## src/hw/rtl/bts_pkg.sv

```systemverilog
package bts_pkg;

  // Field widths fixed by the item format.
  localparam int unsigned TimeW    = 32;
  localparam int unsigned CfgW     = 20;
  localparam int unsigned NumSlots = 3;
  localparam int unsigned CfgIdxW  = 3;

  // Longest arm cycle or slot period that a start will accept, in microseconds.
  localparam logic [CfgW-1:0] MaxPeriodUs = 20'd1000000;

  typedef enum logic {
    OpPoll  = 1'b0,
    OpStart = 1'b1
  } op_e;

  typedef enum logic [CfgIdxW-1:0] {
    RegArmPeriod    = 3'd0,
    RegArmWindow    = 3'd1,
    RegGuardTime    = 3'd2,
    RegMaxGap       = 3'd3,
    RegWheelPeriod  = 3'd4,
    RegLiftPeriod   = 3'd5,
    RegStatusPeriod = 3'd6
  } reg_idx_e;

  // Timing registers; slot_period[0] is the wheel slot, [1] lift, [2] status.
  typedef struct packed {
    logic [CfgW-1:0]                 arm_period;
    logic [CfgW-1:0]                 arm_window;
    logic [CfgW-1:0]                 guard_time;
    logic [CfgW-1:0]                 max_gap;
    logic [NumSlots-1:0][CfgW-1:0]   slot_period;
  } cfg_t;

  // Register file status handed to the scheduling engine.
  typedef struct packed {
    cfg_t regs;
    logic cfg_ok;
    logic disarm;
  } cfg_stat_t;

  typedef struct packed {
    op_e              opcode;
    logic [TimeW-1:0] time_us;
  } item_t;

  typedef struct packed {
    logic [CfgW-1:0]     free_time;
    logic [NumSlots-1:0] due_mask;
    logic                in_arm_window;
    logic                stop_needed;
    logic                start_accepted;
  } res_t;

endpackage

```

## src/hw/rtl/bts_if.sv

```systemverilog
// Input channel: one scheduler command item.
interface bts_in_if;
  logic        valid;
  logic        ready;
  logic        opcode;
  logic [31:0] time_us;

  modport source (output valid, output opcode, output time_us, input ready);
  modport sink (input valid, input opcode, input time_us, output ready);
endinterface

// Output channel: one scheduling result item.
interface bts_out_if;
  logic        valid;
  logic        ready;
  logic [19:0] free_time;
  logic [2:0]  due_mask;
  logic        in_arm_window;
  logic        stop_needed;
  logic        start_accepted;

  modport source (output valid, output free_time, output due_mask, output in_arm_window,
                  output stop_needed, output start_accepted, input ready);
  modport sink (input valid, input free_time, input due_mask, input in_arm_window,
                input stop_needed, input start_accepted, output ready);
endinterface

```

## src/hw/rtl/bus_time_slot_scheduler.sv

```systemverilog
// Bus time slot scheduler. Each input item is a start or a poll stamped with a
// free-running 32-bit microsecond time, and each one produces exactly one result
// item. The block takes one item per clock cycle while the output is not stalled.
// Its path is an input register, combinational scheduling logic (elapsed-time
// subtract, phase wrap, three slot countdowns and the window compares) and a
// result register. State is updated as an item leaves the input register, so
// back-to-back polls see each other's effect. Input ready follows output ready
// combinationally when both registers are full. Timing registers are written
// through the write port only while the block is idle; the user must keep to
// this, the block itself does not enforce it. Any write to an existing register
// disarms the scheduler until the next successful start.
module bus_time_slot_scheduler
  import bts_pkg::*;
(
  input  logic               clk_i,
  input  logic               rst_ni,
  input  logic               cfg_we_i,
  input  logic [CfgIdxW-1:0] cfg_idx_i,
  input  logic [CfgW-1:0]    cfg_data_i,
  bts_in_if.sink             in_i,
  bts_out_if.source          out_o
);

  cfg_stat_t cfg_stat;
  item_t     in_item;
  item_t     stage_item;
  logic      stage_vld;
  logic      adv;
  res_t      res;

  assign in_item.opcode  = op_e'(in_i.opcode);
  assign in_item.time_us = in_i.time_us;

  // Timing register file and start validation.
  bts_cfg_regs u_cfg_regs (
    .clk_i      (clk_i),
    .rst_ni     (rst_ni),
    .cfg_we_i   (cfg_we_i),
    .cfg_idx_i  (cfg_idx_i),
    .cfg_data_i (cfg_data_i),
    .stat_o     (cfg_stat)
  );

  // Input register.
  bts_in_stage u_in_stage (
    .clk_i      (clk_i),
    .rst_ni     (rst_ni),
    .in_valid_i (in_i.valid),
    .in_ready_o (in_i.ready),
    .in_item_i  (in_item),
    .adv_i      (adv),
    .vld_o      (stage_vld),
    .item_o     (stage_item)
  );

  // Scheduling state, logic and result register.
  bts_engine u_engine (
    .clk_i       (clk_i),
    .rst_ni      (rst_ni),
    .cfg_i       (cfg_stat),
    .vld_i       (stage_vld),
    .item_i      (stage_item),
    .adv_o       (adv),
    .out_valid_o (out_o.valid),
    .out_ready_i (out_o.ready),
    .res_o       (res)
  );

  assign out_o.free_time      = res.free_time;
  assign out_o.due_mask       = res.due_mask;
  assign out_o.in_arm_window  = res.in_arm_window;
  assign out_o.stop_needed    = res.stop_needed;
  assign out_o.start_accepted = res.start_accepted;

endmodule

```

## src/hw/rtl/bts_cfg_regs.sv

```systemverilog
module bts_cfg_regs
  import bts_pkg::*;
(
  input  logic               clk_i,
  input  logic               rst_ni,
  input  logic               cfg_we_i,
  input  logic [CfgIdxW-1:0] cfg_idx_i,
  input  logic [CfgW-1:0]    cfg_data_i,
  output cfg_stat_t          stat_o
);

  cfg_t regs_q, regs_d;
  logic hit;
  logic ap_ok, win_ok, gap_ok;
  logic [NumSlots-1:0] slot_ok;
  logic [CfgW:0] win_sum;

  // Address decode; indexes past the last register are dropped.
  always_comb begin
    regs_d = regs_q;
    hit    = 1'b0;
    if (cfg_we_i) begin
      unique case (reg_idx_e'(cfg_idx_i))
        RegArmPeriod: begin
          regs_d.arm_period = cfg_data_i;
          hit = 1'b1;
        end
        RegArmWindow: begin
          regs_d.arm_window = cfg_data_i;
          hit = 1'b1;
        end
        RegGuardTime: begin
          regs_d.guard_time = cfg_data_i;
          hit = 1'b1;
        end
        RegMaxGap: begin
          regs_d.max_gap = cfg_data_i;
          hit = 1'b1;
        end
        RegWheelPeriod: begin
          regs_d.slot_period[0] = cfg_data_i;
          hit = 1'b1;
        end
        RegLiftPeriod: begin
          regs_d.slot_period[1] = cfg_data_i;
          hit = 1'b1;
        end
        RegStatusPeriod: begin
          regs_d.slot_period[2] = cfg_data_i;
          hit = 1'b1;
        end
        default: begin
          hit = 1'b0;
        end
      endcase
    end
  end

  always_ff @(posedge clk_i or negedge rst_ni) begin
    if (!rst_ni) begin
      regs_q <= '0;
    end else begin
      regs_q <= regs_d;
    end
  end

  // Start validation of the current register set.
  always_comb begin
    win_sum = {1'b0, regs_q.arm_window} + {1'b0, regs_q.guard_time};
    ap_ok   = (regs_q.arm_period != '0) && (regs_q.arm_period <= MaxPeriodUs);
    win_ok  = (regs_q.arm_window != '0) && (regs_q.guard_time != '0) &&
              (win_sum < {1'b0, regs_q.arm_period});
    gap_ok  = (regs_q.max_gap != '0) && (regs_q.max_gap <= regs_q.arm_period);
    for (int i = 0; i < NumSlots; i++) begin
      slot_ok[i] = (regs_q.slot_period[i] >= regs_q.arm_period) &&
                   (regs_q.slot_period[i] <= MaxPeriodUs);
    end
  end

  assign stat_o.regs   = regs_q;
  assign stat_o.cfg_ok = ap_ok && win_ok && gap_ok && (&slot_ok);
  assign stat_o.disarm = hit;

endmodule

```

## src/hw/rtl/bts_in_stage.sv

```systemverilog
module bts_in_stage
  import bts_pkg::*;
(
  input  logic  clk_i,
  input  logic  rst_ni,
  input  logic  in_valid_i,
  output logic  in_ready_o,
  input  item_t in_item_i,
  input  logic  adv_i,
  output logic  vld_o,
  output item_t item_o
);

  logic  vld_q;
  item_t item_q;
  logic  take;

  // The register frees up in the same cycle the engine consumes it.
  assign in_ready_o = !vld_q || adv_i;
  assign take       = in_valid_i && in_ready_o;

  always_ff @(posedge clk_i or negedge rst_ni) begin
    if (!rst_ni) begin
      vld_q <= 1'b0;
    end else if (in_ready_o) begin
      vld_q <= in_valid_i;
    end
  end

  always_ff @(posedge clk_i) begin
    if (take) begin
      item_q <= in_item_i;
    end
  end

  assign vld_o  = vld_q;
  assign item_o = item_q;

endmodule

```

## src/hw/rtl/bts_engine.sv

```systemverilog
module bts_engine
  import bts_pkg::*;
(
  input  logic      clk_i,
  input  logic      rst_ni,
  input  cfg_stat_t cfg_i,
  input  logic      vld_i,
  input  item_t     item_i,
  output logic      adv_o,
  output logic      out_valid_o,
  input  logic      out_ready_i,
  output res_t      res_o
);

  logic [TimeW-1:0]              last_time_q, last_time_d;
  logic [CfgW-1:0]               phase_q, phase_d;
  logic [NumSlots-1:0][CfgW-1:0] cd_q, cd_d;
  logic                          armed_q, armed_d;
  logic                          fault_q, fault_d;
  logic                          out_vld_q;
  res_t                          res_q, res_d;

  logic                          fire;
  logic [TimeW-1:0]              elapsed;
  logic [CfgW-1:0]               el20;
  logic                          gap_bad;
  logic [CfgW:0]                 sum, sum_adj;
  logic [CfgW-1:0]               phase_new;
  logic [NumSlots-1:0][CfgW-1:0] cd_dec;
  logic [CfgW-1:0]               to_arm;

  // The result register advances when empty or when its item is taken.
  assign adv_o = !out_vld_q || out_ready_i;
  assign fire  = vld_i && adv_o;

  // Poll datapath: elapsed time, phase wrap and slot countdowns.
  always_comb begin
    elapsed   = item_i.time_us - last_time_q;
    el20      = elapsed[CfgW-1:0];
    gap_bad   = elapsed > {{(TimeW-CfgW){1'b0}}, cfg_i.regs.max_gap};
    sum       = {1'b0, phase_q} + {1'b0, el20};
    sum_adj   = (sum >= {1'b0, cfg_i.regs.arm_period}) ?
                sum - {1'b0, cfg_i.regs.arm_period} : sum;
    phase_new = sum_adj[CfgW-1:0];
    to_arm    = cfg_i.regs.arm_period - phase_new;
    for (int i = 0; i < NumSlots; i++) begin
      cd_dec[i] = ({{(TimeW-CfgW){1'b0}}, cd_q[i]} <= elapsed) ? '0 : cd_q[i] - el20;
    end
  end

  // Item handling and next state.
  always_comb begin
    last_time_d = last_time_q;
    phase_d     = phase_q;
    cd_d        = cd_q;
    armed_d     = armed_q;
    fault_d     = fault_q;
    res_d       = '0;
    if (fire) begin
      if (item_i.opcode == OpStart) begin
        last_time_d = '0;
        phase_d     = '0;
        cd_d        = '0;
        armed_d     = 1'b0;
        fault_d     = 1'b0;
        if (cfg_i.cfg_ok) begin
          last_time_d          = item_i.time_us;
          armed_d              = 1'b1;
          res_d.start_accepted = 1'b1;
        end else begin
          res_d.stop_needed = 1'b1;
        end
      end else if (!armed_q || fault_q) begin
        res_d.stop_needed = 1'b1;
      end else if (gap_bad) begin
        fault_d           = 1'b1;
        res_d.stop_needed = 1'b1;
      end else begin
        last_time_d = item_i.time_us;
        phase_d     = phase_new;
        cd_d        = cd_dec;
        if (phase_new < cfg_i.regs.arm_window) begin
          res_d.in_arm_window = 1'b1;
        end else if ((cfg_i.regs.arm_period > phase_new) &&
                     (to_arm > cfg_i.regs.guard_time)) begin
          res_d.free_time = to_arm - cfg_i.regs.guard_time;
          for (int i = 0; i < NumSlots; i++) begin
            if (cd_dec[i] == '0) begin
              res_d.due_mask[i] = 1'b1;
              cd_d[i]           = cfg_i.regs.slot_period[i];
            end
          end
        end
      end
    end
    // A write to an existing register always drops the armed state.
    if (cfg_i.disarm) begin
      armed_d = 1'b0;
    end
  end

  always_ff @(posedge clk_i or negedge rst_ni) begin
    if (!rst_ni) begin
      last_time_q <= '0;
      phase_q     <= '0;
      cd_q        <= '0;
      armed_q     <= 1'b0;
      fault_q     <= 1'b0;
      out_vld_q   <= 1'b0;
    end else begin
      last_time_q <= last_time_d;
      phase_q     <= phase_d;
      cd_q        <= cd_d;
      armed_q     <= armed_d;
      fault_q     <= fault_d;
      if (adv_o) begin
        out_vld_q <= vld_i;
      end
    end
  end

  // Result payload register.
  always_ff @(posedge clk_i) begin
    if (fire) begin
      res_q <= res_d;
    end
  end

  assign out_valid_o = out_vld_q;
  assign res_o       = res_q;

endmodule
```

## src/flat_wrapper.sv

```systemverilog
// flat-port wrapper written by rule: the top's interface ports become plain ports
module bus_time_slot_scheduler_flat import bts_pkg::*;
  (clk_i, rst_ni, cfg_we_i, cfg_idx_i, cfg_data_i, in_i_valid, in_i_opcode, in_i_time_us, in_i_ready, out_o_valid, out_o_free_time, out_o_due_mask, out_o_in_arm_window, out_o_stop_needed, out_o_start_accepted, out_o_ready);
  bts_in_if in_i_i ();
  bts_out_if out_o_i ();
  input  logic clk_i;
  input  logic rst_ni;
  input  logic cfg_we_i;
  input  logic [CfgIdxW-1:0] cfg_idx_i;
  input  logic [CfgW-1:0] cfg_data_i;
  input wire logic [$bits(in_i_i.valid)-1:0] in_i_valid;
  input wire logic [$bits(in_i_i.opcode)-1:0] in_i_opcode;
  input wire logic [$bits(in_i_i.time_us)-1:0] in_i_time_us;
  output wire logic [$bits(in_i_i.ready)-1:0] in_i_ready;
  output wire logic [$bits(out_o_i.valid)-1:0] out_o_valid;
  output wire logic [$bits(out_o_i.free_time)-1:0] out_o_free_time;
  output wire logic [$bits(out_o_i.due_mask)-1:0] out_o_due_mask;
  output wire logic [$bits(out_o_i.in_arm_window)-1:0] out_o_in_arm_window;
  output wire logic [$bits(out_o_i.stop_needed)-1:0] out_o_stop_needed;
  output wire logic [$bits(out_o_i.start_accepted)-1:0] out_o_start_accepted;
  input wire logic [$bits(out_o_i.ready)-1:0] out_o_ready;
  assign in_i_i.valid = in_i_valid;
  assign in_i_i.opcode = in_i_opcode;
  assign in_i_i.time_us = in_i_time_us;
  assign in_i_ready = in_i_i.ready;
  assign out_o_valid = out_o_i.valid;
  assign out_o_free_time = out_o_i.free_time;
  assign out_o_due_mask = out_o_i.due_mask;
  assign out_o_in_arm_window = out_o_i.in_arm_window;
  assign out_o_stop_needed = out_o_i.stop_needed;
  assign out_o_start_accepted = out_o_i.start_accepted;
  assign out_o_i.ready = out_o_ready;
  bus_time_slot_scheduler u_core (.clk_i(clk_i), .rst_ni(rst_ni), .cfg_we_i(cfg_we_i), .cfg_idx_i(cfg_idx_i), .cfg_data_i(cfg_data_i), .in_i(in_i_i), .out_o(out_o_i));
endmodule
```

## config.mk

```make
export PLATFORM = sky130hd
export DESIGN_NAME = bus_time_slot_scheduler_flat
export DESIGN_NICKNAME = d
export VERILOG_FILES = /design/src/hw/rtl/bts_pkg.sv /design/src/hw/rtl/bts_if.sv /design/src/hw/rtl/bus_time_slot_scheduler.sv /design/src/hw/rtl/bts_cfg_regs.sv /design/src/hw/rtl/bts_in_stage.sv /design/src/hw/rtl/bts_engine.sv /design/src/flat_wrapper.sv
export SDC_FILE = /design/constraint.sdc
export NUM_CORES = 1
export LEC_CHECK = 0
export ABC_CLOCK_PERIOD_IN_PS = 14800
export BUFFER_PORTS_ARGS = -buffer_cell sky130_fd_sc_hd__buf_2
export CAP_MARGIN = 25
export CORE_UTILIZATION = 35
export DETAILED_ROUTE_END_ITERATION = 8
export SYNTH_ARGS = -nofsm -noshare
export SYNTH_HDL_FRONTEND = slang
export SYNTH_SLANG_ARGS = --single-unit
```

## constraint.sdc

```tcl
create_clock -name clk_i -period 14.8 [get_ports clk_i]
set_input_delay 1.48 -clock clk_i [delete_from_list [all_inputs] [get_ports clk_i]]
set_output_delay 1.48 -clock clk_i [all_outputs]
set_load 0.05 [all_outputs]
```

==> flow_metrics.py <==
metrics = {
    "global_routing": {
        "first_global_vias": 20800,
        "grt_antenna_before_repair": 6,
        "grt_start_max_net_pins": 117,
        "gr-usage-all-layers_pct": 23.0,
        "grt_first_pass_wirelength_mm": 130,
        "overflow": 0,
    },
    "logic_synthesis": {
        "synth_sequential_area_ratio_pct": 32.3,
        "synth_edf_count": 59,
        "postSynthNetCount": 3198,
        "synth_top_cells_by_count": "ha_1, inv_1, dfrtp_1",
        "yosys.area_share.adder_pct": 17.1,
        "share_of_the_synthesized_area_in_compound_gates_ao_oa_aoi_oai_pct": 21.2,
        "post-synth-top-count-cell": "ha_1",
        "syn-cell-area_um2": 25400,
        "synth_top_family_by_area": "compound AO/OA/AOI/OAI gates",
        "synth_area_leaders": "dfrtp_1, ha_1, edfxtp_1, inv_1, mux2_2",
        "synth_area_leader_cell": "dfrtp_1",
        "yosys.cell_types.count": 80,
        "synth.top_cell.area_share_pct": 25.3,
        "ys_warn_count": 0,
        "synth-xor-area-share_pct": 5.11,
        "synthesis.area_per_instance_um2": 9.07,
        "postSynth.topFlopCell": "dfrtp_1",
        "async_flop_share_pct": 81.3,
        "synth-seq-cells": 315,
        "number_of_cells_produced_by_synthesis": 2796,
        "synthSimpleGateAreaFrac_pct": 15.0,
        "muxShareOfSynthArea_pct": 4.21,
    },
    "clock_tree": {
        "numClockSinks": 315,
        "cts_tree": "done",
        "cts-hold-fix-buffers": 0,
        "cts.repair_timing.setup_buffer_count": 0,
        "clk_latency_ns": 0.58,
        "cts_max_path_buffers": 3,
        "clkSlewWorstSetupHoldPaths_ns": 0.06,
        "numCtsBuffers": 40,
        "htree_num_levels": 2,
        "cts-root-buf": "clkbuf_16",
        "ctsResizeCount": 0,
    },
    "critical_path": {
        "timing_worst_setup_path_type": "reg2reg",
        "worst_ep_arrival_time_ns": 12.98,
        "worstPathMaxFanout": 37,
        "worstSetupEndpointType": "flop",
        "critPathTopFamily": "compound AO/OA/AOI/OAI gates",
        "startpoint_type": "flop",
        "worst-path-buf-inv": 6,
        "cpMaxStageDelayCell": "or4_1",
        "crit_top_cell": "o21ai_0",
        "timing.critical_path.slowest_cell_delay_ns": 0.93,
        "worstPathRequired_ns": 15.27,
    },
    "job": {
        "max-cap-violations": 0,
    },
    "sta": {
        "achievable_freq_mhz": 80.0,
        "timing_hold_violations_final": 0,
        "setup-violations-final": 0,
        "grt_setup_unrepaired": "false",
        "timing.clock.skew_ns": 0.0293,
        "timing_worst_slew_pin_value_ns": 1.05,
        "fin_setup_tns_ns": 0,
        "max-slew-margin-rel_pct": 30.2,
        "post-route-min-period_ns": 12.51,
        "period_share_pct": 84.5,
        "report.final.slew_viol_count": 0,
    },
    "power_and_ir_drop": {
        "peakVddDrop_uv": 135,
        "pwr_density_cell_nw_per_um2": 169,
        "power.leakage_nw": 13.0,
    },
    "route": {
        "drtAntennaViolNets": 0,
        "post_drt_via_cell_ratio": 5.76,
        "detail_route.wl_per_cell_um": 22.3,
        "drc": 0,
        "detailed_routing_iterations_pass_1": 5,
        "first_iter_violations": 2057,
        "route.vias.total": 22200,
        "wl_mm": 86.0,
    },
    "place": {
        "place_congestion": 0.940,
        "place.port_buffers": 88,
        "detailed_place_hpwl_mm": 64.6,
    },
    "floorplanning": {
        "dieArea_um2": 73500,
        "floorplan.core_area_um2": 71600,
        "ios": 89,
        "die_w_um": 271,
        "floorplan.initialDensity_pct": 35.4,
        "rows": 98,
        "die_y_um": 271,
    },
    "cells_and_area": {
        "fin_util_pct": 39.5,
        "final_layout_size_suffix_gt1_share_pct": 10.5,
        "syn_to_final_growth_pct": 11.7,
        "finalNetCount": 3281,
    },
    "outcome": {
        "run_status": "complete, no violations",
    },
    "hold_path": {
        "worst_hold_path_type": "reg2reg",
    },
}
stage by stage:
stage	power (mW)	area [um^2]	std cells	setup WS (ns)	hold slack [ns]
6_report	4.79	28300	3861	2.29	0.485
2_1_floorplan	3.03	25400	2796	3.95	0.449
4_1_cts	4.78	28200	3856	2.35	0.489
3_5_place_dp	3.78	27000	3784	2.44	0.487
5_1_grt	5.14	28300	3859	1.43	0.511
3_3_place_gp	3.78	26900	3782	2.75	0.458
routing by layer:
| layer | GRT usage [%] | vias to the layer above | wire (um) |
|---|---|---|---|
| met5 | 0 | - | 20 |
| met4 | 8.63 | 4 | 3150 |
| met3 | 4.03 | 164 | 5720 |
| met2 | 36.4 | 733 | 38900 |
| met1 | 31.1 | 10800 | 38100 |
| li1 | - | 10500 | - |
cells in the final DEF (no fill, tap or decap), types with 11 or more instances in the layout:
cell type	Yosys	routed
ha_1	332	332
inv_1	263	263
dfrtp_1	256	256
nand2_1	217	215
a21oi_1	179	179
o21ai_0	173	173
nor2_1	114	113
nand3_1	106	106
a21o_1	98	98
xnor2_1	95	95
buf_2	2	87
mux2_2	85	85
edfxtp_1	59	59
xor2_1	53	53
nand4_1	52	52
a32o_1	52	52
nor3_1	51	49
clkbuf_16	0	41
o211ai_1	40	40
nor2b_1	33	33
o21a_1	32	32
nand2b_1	29	29
nor4_1	30	29
buf_4	0	27
o21bai_1	24	24
o221ai_1	24	24
o22ai_1	23	23
and3_1	22	22
a211oi_1	21	21
a31oi_1	17	17
or3_1	17	17
or2_2	17	17
and2_1	15	14
o31ai_1	13	13
a2111oi_0	11	11
mux2i_1	11	11
sequential cells by signal, summed over array words and instances, names as in the netlist:
| name | flops |
|---|---|
| u_core.u_in_stage.item_o | 33 |
| u_core.u_engine.out_valid_o | 1 |
| u_core.u_engine.armed_q | 1 |
| u_core.u_engine.last_time_q | 32 |
| u_core.u_engine.phase_q | 20 |
| u_core.u_engine.cd_q | 60 |
| u_core.u_engine.res_o | 26 |
| u_core.u_cfg_regs.stat_o | 140 |
| u_core.u_engine.fault_q | 1 |
| u_core.u_in_stage.vld_o | 1 |
power by group:
group          switching (mW)  leakage [nW]  internal [mW]
registers               0.126          3.88          0.983
logic                    1.62          8.53           1.10
clock network           0.407         0.626          0.566
final timing paths:
path,from,to,slack (ns),depth (start not counted)
setup / recovery,u_core.u_in_stage.item_o[0],u_core.u_engine.cd_q[46],2.29,49
hold / removal,u_core.u_in_stage.vld_o,u_core.u_engine.out_valid_o,0.48,1
setup reg to reg,u_core.u_in_stage.item_o[0],u_core.u_engine.cd_q[46],2.29,49
hold reg to reg,u_core.u_in_stage.vld_o,u_core.u_engine.out_valid_o,0.48,1
max in group asynchronous,rst_ni,u_core.u_engine.last_time_q[11],12.33,4
min in group asynchronous,rst_ni,u_core.u_engine.cd_q[25],0.98,1
cell families after synthesis:
family | count (synthesis)
flops | 315
buf+inv | 342
mux | 96
simple gates | 754
xor+xnor | 148
compound gates | 800
fa+ha+maj | 341
area by class of cell:
| class | count | area (um^2) |
|---|---|---|
| clock inverter | 13 | 97.6 |
| sequential | 315 | 8180 |
| multi-input combinational | 2139 | 15900 |
| fill | 7245 | 43300 |
| antenna | 2 | 5.00 |
| clock buffer | 59 | 1170 |
| timing repair buffer | 120 | 766 |
| inverter | 263 | 987 |
| tap | 950 | 1190 |
No activity file was read; power rests on OpenSTA's default activity.
